### src/pwn_pkg.sv
// Shared types and codes for the polygon winding-number query block.
// No dependencies; imported by pwn_edge, the top level and the testbench.
`timescale 1ns / 1ps

package pwn_pkg;

  // Action codes carried on the input tuser.
  localparam logic [1:0] ACT_CLEAR     = 2'd0;
  localparam logic [1:0] ACT_APPEND    = 2'd1;
  localparam logic [1:0] ACT_QUERY     = 2'd2;
  localparam logic [1:0] ACT_QUERY_ALT = 2'd3;

  // Status codes carried on the output tuser.
  localparam logic [1:0] STAT_STORED  = 2'd0;
  localparam logic [1:0] STAT_DROPPED = 2'd1;
  localparam logic [1:0] STAT_CLEARED = 2'd2;
  localparam logic [1:0] STAT_ANSWER  = 2'd3;

  typedef enum logic [3:0] {
    ST_IDLE   = 4'b0001,
    ST_WALK   = 4'b0010,
    ST_DRAIN  = 4'b0100,
    ST_FINISH = 4'b1000
  } pwn_state_t;

  // Control from the sequencer to the edge pipeline.
  typedef struct packed {
    logic acc_clr;
    logic valid;
    logic is_edge;
  } edge_ctl_t;

endpackage

### src/pwn_edge.sv
// Edge pipeline: difference, cross-product and accumulate stages, one edge per cycle.
// Depends on pwn_pkg for the control struct.
`timescale 1ns / 1ps

module pwn_edge
  import pwn_pkg::*;
#(
  parameter int COORD_BITS   = 24,
  parameter int MAX_VERTICES = 64
) (
  input  logic                                     clk,
  input  logic                                     rst,
  input  edge_ctl_t                                ctl,
  input  logic signed [COORD_BITS-1:0]             qx,
  input  logic signed [COORD_BITS-1:0]             qy,
  input  logic signed [COORD_BITS-1:0]             rd_x,
  input  logic signed [COORD_BITS-1:0]             rd_y,
  output logic signed [$clog2(MAX_VERTICES)+2:0]   half_sum,
  output logic signed [$clog2(MAX_VERTICES)+2:0]   quarter_sum
);

  localparam int DW     = COORD_BITS + 1;
  localparam int PW     = 2 * DW;
  localparam int ACC_W  = $clog2(MAX_VERTICES) + 3;

  // previous vertex (start of the current edge)
  logic signed [COORD_BITS-1:0] x1, y1;

  logic signed [DW-1:0] x1e, y1e, x2e, y2e, qxe, qye;
  logic                 up_a, up_b, dn_a, dn_b;

  logic                 d_valid;
  logic signed [DW-1:0] d_dx, d_dyq, d_dy, d_dxq;
  logic [1:0]           d_up, d_dn;

  logic                 m_valid;
  logic signed [PW-1:0] m_p1, m_p2;
  logic [1:0]           m_up, m_dn;

  logic [ACC_W-1:0]     up_ext, dn_ext;

  assign x1e = {x1[COORD_BITS-1], x1};
  assign y1e = {y1[COORD_BITS-1], y1};
  assign x2e = {rd_x[COORD_BITS-1], rd_x};
  assign y2e = {rd_y[COORD_BITS-1], rd_y};
  assign qxe = {qx[COORD_BITS-1], qx};
  assign qye = {qy[COORD_BITS-1], qy};

  assign up_a = (rd_y >= qy) && (qy > y1);
  assign up_b = (rd_y > qy) && (qy >= y1);
  assign dn_a = (rd_y <= qy) && (qy < y1);
  assign dn_b = (rd_y < qy) && (qy <= y1);

  // Stage D: hold the edge start, form the differences and crossing flags.
  always_ff @(posedge clk) begin
    if (rst) begin
      d_valid <= 1'b0;
    end else begin
      d_valid <= ctl.valid && ctl.is_edge;
    end
    if (ctl.valid) begin
      x1 <= rd_x;
      y1 <= rd_y;
    end
    d_dx  <= x2e - x1e;
    d_dyq <= qye - y1e;
    d_dy  <= y2e - y1e;
    d_dxq <= qxe - x1e;
    d_up  <= {1'b0, up_a} + {1'b0, up_b};
    d_dn  <= {1'b0, dn_a} + {1'b0, dn_b};
  end

  // Stage M: both cross-product terms.
  always_ff @(posedge clk) begin
    if (rst) begin
      m_valid <= 1'b0;
    end else begin
      m_valid <= d_valid;
    end
    m_p1 <= d_dx * d_dyq;
    m_p2 <= d_dy * d_dxq;
    m_up <= d_up;
    m_dn <= d_dn;
  end

  assign up_ext = {{(ACC_W-2){1'b0}}, m_up};
  assign dn_ext = {{(ACC_W-2){1'b0}}, m_dn};

  // Stage S: sign of the cross product picks the counter to advance.
  always_ff @(posedge clk) begin
    if (rst || ctl.acc_clr) begin
      half_sum    <= '0;
      quarter_sum <= '0;
    end else if (m_valid) begin
      if (m_p1 > m_p2) begin
        half_sum <= half_sum + up_ext;
      end else if (m_p1 < m_p2) begin
        half_sum <= half_sum - dn_ext;
      end else begin
        quarter_sum <= quarter_sum + up_ext - dn_ext;
      end
    end
  end

endmodule

### config.mk
export PLATFORM = sky130hd
export DESIGN_NAME = pwn_edge
export DESIGN_NICKNAME = d
export VERILOG_FILES = /design/src/pwn_pkg.sv /design/src/pwn_edge.sv
export SDC_FILE = /design/constraint.sdc
export NUM_CORES = 2
export LEC_CHECK = 0
export ABC_AREA = 0
export BUFFER_PORTS_ARGS = -buffer_cell sky130_fd_sc_hd__clkbuf_2
export CAP_MARGIN = 20
export CORE_AREA = 2 2 413 415
export CTS_CLUSTER_SIZE = 30
export DETAILED_ROUTE_END_ITERATION = 12
export DIE_AREA = 0 0 415 417
export MAX_ROUTING_LAYER = met4
export SLEW_MARGIN = 0
export SYNTH_ARGS = -nofsm -noshare
export SYNTH_HDL_FRONTEND = slang
export SYNTH_SLANG_ARGS = --single-unit
### constraint.sdc
create_clock -name clk -period 7.05 [get_ports clk]
set_input_delay 0 -clock clk [delete_from_list [all_inputs] [get_ports clk]]
set_output_delay 0 -clock clk [all_outputs]
set_load 0.005 [all_outputs]
==> results.json <==
{
  "synth.area.top_cells": "sky130_fd_sc_hd__fa_1 (45%), sky130_fd_sc_hd__ha_1 (10%), sky130_fd_sc_hd__inv_1 (9.3%), sky130_fd_sc_hd__dfxtp_1 (7.8%), sky130_fd_sc_hd__and2_1 (6.5%)",
  "cts_inserted_buffers": 36,
  "htreeDepth": 2,
  "layout.cells.non_filler": 8935,
  "routedWlPerCell_um": 18.0,
  "slew-limit-headroom": 0.283,
  "layout_area_overhead_pct": 16.6,
  "hp-class": "in2reg",
  "die_width_um": 415,
  "rows": 151,
  "synth_cell_types": 83,
  "global_route.usage.total": 0.198,
  "drt_iter0_drc": 2293,
  "max_clock_buf_depth": 3,
  "cts.sink_count": 276,
  "critPathRequiredTime_ns": 7.50,
  "dieHeight_um": 417,
  "grt_remaining_overflow": 0,
  "dr_total_vias": 42667,
  "share_of_yosys_cell_area_claimed_by_the_top_area_cell_type": 0.450,
  "fillerInstances": 16651,
  "cp-end-kind": "flip-flop",
  "remaining_drc_errors": 0,
  "dp_hpwl_mm": 139,
  "grt_pass1_wl_mm": 260,
  "via_count_of_the_first_global_routing_pass": 46976,
  "number_of_nets_still_failing_antenna_checks_after_routing": 0,
  "syn_inst": 6239,
  "drive_gt1_frac": 0.126,
  "placed_area_um2": 65000,
  "synth-seq-area-share": 0.102,
  "main_synth_ff_type": "sky130_fd_sc_hd__dfxtp_1",
  "postSynthRegisterBits": 276,
  "finalMaxSlewViolations": 0,
  "timing.critical_path.from_type": "flip-flop",
  "run_status": "complete, but fails checks",
  "grt_start_max_net_pins": 50,
  "gp_congestion": 0.956,
  "placement.io_buffers": 118,
  "fin_nets": 8580,
  "antenna_violations_before_repair": 12,
  "fp.coreArea_um2": 169000,
  "timing.critical_path.fanout_max": 3,
  "initial_utilization": 0.349,
  "async_flop_share": 0,
  "finalWorstSetupSlack_ns": -0.0771,
  "timing.setup.critical_path_class": "reg2reg",
  "top_level_ports": 119,
  "synth-edff-count": 48,
  "avgSynthCellArea_um2": 9.43,
  "final_min_period_over_clock_period": 1.01,
  "cts_tree": "done",
  "synth.cell_area_um2": 58800,
  "arrival_time_of_data_at_the_critical_path_endpoint_ns": 7.58,
  "failing_checks": "setup timing",
  "cts.clk_slew.worst_paths_ns": 0.06,
  "tightest_slew_ns": 1.07,
  "netlist.top_cell.by_area": "sky130_fd_sc_hd__fa_1",
  "die-area_um2": 173000,
  "number_of_hold_slack_violations_in_the_final_timing_report": 0,
  "yosysWarnings": 0,
  "synth_fp_nets": 8135,
  "setup_total_negative_slack_ns": -0.115,
  "post_layout_minimum_cycle_time_ns": 7.13,
  "unrepaired_setup_endpoints_after_global_routing": "true",
  "stdcell_area_um2": 68600,
  "worst_skew_pair_later_pin_latency_ns": 0.58,
  "route.final.wire_length_mm": 160,
  "clk_root_buffer_cell": "sky130_fd_sc_hd__clkbuf_16",
  "maxCapViolations": 0,
  "timing.final.setup_violations": 2,
  "max_freq_ghz": 0.140,
  "largest_clock_skew_in_the_final_design_ns": 0.0322,
  "place.detailed.instances": 8749,
  "vias_per_cell": 4.78,
  "final_util": 0.407,
  "drtPass1Iterations": 5
}
-- registers in the layout, summed over array words and instances (netlist names), 9 cells and up --
| name | count |
|---|---|
| d_dyq | 25 |
| quarter_sum | 9 |
| d_dxq | 25 |
| y1 | 24 |
| d_dx | 25 |
| d_dy | 25 |
| m_p2 | 50 |
| m_p1 | 50 |
| x1 | 24 |
| half_sum | 9 |
-- critical path: stages, from the launching register on --
cell and delay (ns):
sky130_fd_sc_hd__dfxtp_4 0.38, sky130_fd_sc_hd__buf_6 0.13, sky130_fd_sc_hd__clkbuf_16 0.14, sky130_fd_sc_hd__and2_4 0.15, sky130_fd_sc_hd__fa_1 0.47, sky130_fd_sc_hd__fa_1 0.55
sky130_fd_sc_hd__inv_2 0.05, sky130_fd_sc_hd__fa_2 0.55, sky130_fd_sc_hd__fa_1 0.43, sky130_fd_sc_hd__inv_2 0.07, sky130_fd_sc_hd__fa_2 0.44, sky130_fd_sc_hd__fa_2 0.60
sky130_fd_sc_hd__inv_2 0.05, sky130_fd_sc_hd__fa_1 0.51, sky130_fd_sc_hd__inv_2 0.05, sky130_fd_sc_hd__ha_4 0.21, sky130_fd_sc_hd__nand4_1 0.11, sky130_fd_sc_hd__buf_4 0.13
sky130_fd_sc_hd__inv_4 0.03, sky130_fd_sc_hd__a2111oi_4 0.44, sky130_fd_sc_hd__o21ai_2 0.16, sky130_fd_sc_hd__o211ai_4 0.23, sky130_fd_sc_hd__a211oi_2 0.12, sky130_fd_sc_hd__o21a_1 0.24
sky130_fd_sc_hd__a211o_1 0.32, sky130_fd_sc_hd__a31oi_2 0.21, sky130_fd_sc_hd__o21ai_1 0.09, sky130_fd_sc_hd__xor2_1 0.14
-- placed cells by master, fill, tap and decap left out, types with 42 or more instances in the layout --
cell type                       Yosys  final
sky130_fd_sc_hd__nand2_1          682    674
sky130_fd_sc_hd__buf_12             0     58
sky130_fd_sc_hd__dfxtp_1          228    170
sky130_fd_sc_hd__nor2b_1           54     53
sky130_fd_sc_hd__nor2_1           158    153
sky130_fd_sc_hd__and2_1           611    600
sky130_fd_sc_hd__clkbuf_2           2    117
sky130_fd_sc_hd__dlygate4sd3_1      0     86
sky130_fd_sc_hd__a21oi_1          162    148
sky130_fd_sc_hd__nand4_1           43     43
sky130_fd_sc_hd__xor2_1            44     44
sky130_fd_sc_hd__clkbuf_16          0     42
sky130_fd_sc_hd__a21o_1            92     92
sky130_fd_sc_hd__o21a_1            50     49
sky130_fd_sc_hd__o21ai_0           92     84
sky130_fd_sc_hd__inv_1           1462   1428
sky130_fd_sc_hd__buf_4              1    320
sky130_fd_sc_hd__xnor2_1          154    153
sky130_fd_sc_hd__fa_1            1323   1295
sky130_fd_sc_hd__nand2b_1          54     54
sky130_fd_sc_hd__edfxtp_1          48     48
sky130_fd_sc_hd__ha_1             472    454
-- stage by stage --
step                      setup WS, ns  hold WS [ns]
final                          -0.0771       0.00429
after global routing            -0.227        0.0135
after CTS                      -0.0276       0.00240
after detailed placement        -0.492         0.203
after global placement          -0.402         0.199
after floorplan                 0.0314        0.0715
-- layer usage --
layer,wire (um),part of all wire,vias up,track usage
met4,11700,0.073,0,0.105
met2,79300,0.49,972,0.337
met5,0,0,-,-
met1,63300,0.39,21877,0.234
li1,-,-,19484,-
met3,6110,0.038,334,0.0168
-- worst paths after layout --
check	from	to	slack, ns	depth (start not counted)
setup / recovery	d_dyq[1]	m_p1[48]	-0.08	27
hold / removal	qx[4]	d_dxq[4]	0.004	4
setup reg to reg	d_dyq[1]	m_p1[48]	-0.08	27
hold reg to reg	d_up[0]	m_up[0]	0.34	0
-- Yosys cell counts (10+ instances only) --
master                        n
sky130_fd_sc_hd__fa_1      1323
sky130_fd_sc_hd__o211ai_1    10
sky130_fd_sc_hd__a21o_1      92
sky130_fd_sc_hd__xnor2_1    154
sky130_fd_sc_hd__a31oi_1     10
sky130_fd_sc_hd__a21oi_1    162
sky130_fd_sc_hd__nand2b_1    54
sky130_fd_sc_hd__nand3_1     25
sky130_fd_sc_hd__mux2i_1     16
sky130_fd_sc_hd__ha_1       472
sky130_fd_sc_hd__and3_1      14
sky130_fd_sc_hd__o21ai_1     16
sky130_fd_sc_hd__clkbuf_1   222
sky130_fd_sc_hd__nor3_1      30
sky130_fd_sc_hd__dfxtp_1    228
sky130_fd_sc_hd__o21ai_0     92
sky130_fd_sc_hd__edfxtp_1    48
sky130_fd_sc_hd__nand2_1    682
sky130_fd_sc_hd__and2_1     611
sky130_fd_sc_hd__nor2b_1     54
sky130_fd_sc_hd__o21bai_1    23
sky130_fd_sc_hd__nor2_1     158
sky130_fd_sc_hd__nand4_1     43
sky130_fd_sc_hd__a211o_1     13
sky130_fd_sc_hd__xor2_1      44
sky130_fd_sc_hd__a21boi_0    10
sky130_fd_sc_hd__inv_1     1462
sky130_fd_sc_hd__o21a_1      50
-- cell families (layout without fill, tap and decap cells) --
| group | Yosys count | in the layout | share of synthesized area |
|---|---|---|---|
| other | 0 | 7 | 0 |
| AOI/OAI and AO/OA | 552 | 552 | 0.0610 |
| and+or+nand+nor | 1708 | 1708 | 0.145 |
| xor gates and xnor gates | 198 | 198 | 0.0295 |
| DFF | 276 | 276 | 0.102 |
| adders and majority gates | 1795 | 1795 | 0.551 |
| buffers and inverters | 1693 | 2164 | 0.108 |
| muxes | 17 | 17 | 0.00291 |
-- layout make-up --
class                   count  area, um2  share of cell area
repair buffers            637       5790              0.0844
clock inverters            17        244             0.00356
inverters                1463       5490              0.0801
flip-flops and latches    276       6130              0.0894
clock buffers              47       1020              0.0149
multi-input cells        4270      47100               0.687
diodes                      7       17.5            0.000255
well taps                2218       2780              0.0405
-- repair_timing --
item,in CTS,in global routing
pin swaps,48,175
buffers inserted,6,18
cloned,1,6
gates resized for setup,85,251
endpoints found under the setup margin,21,35
hold buffers,86,0
hold endpoints to repair,124,0
Power is not shown: default switching activity piles up to over one toggle a cycle in this logic, so the estimate is an artifact.
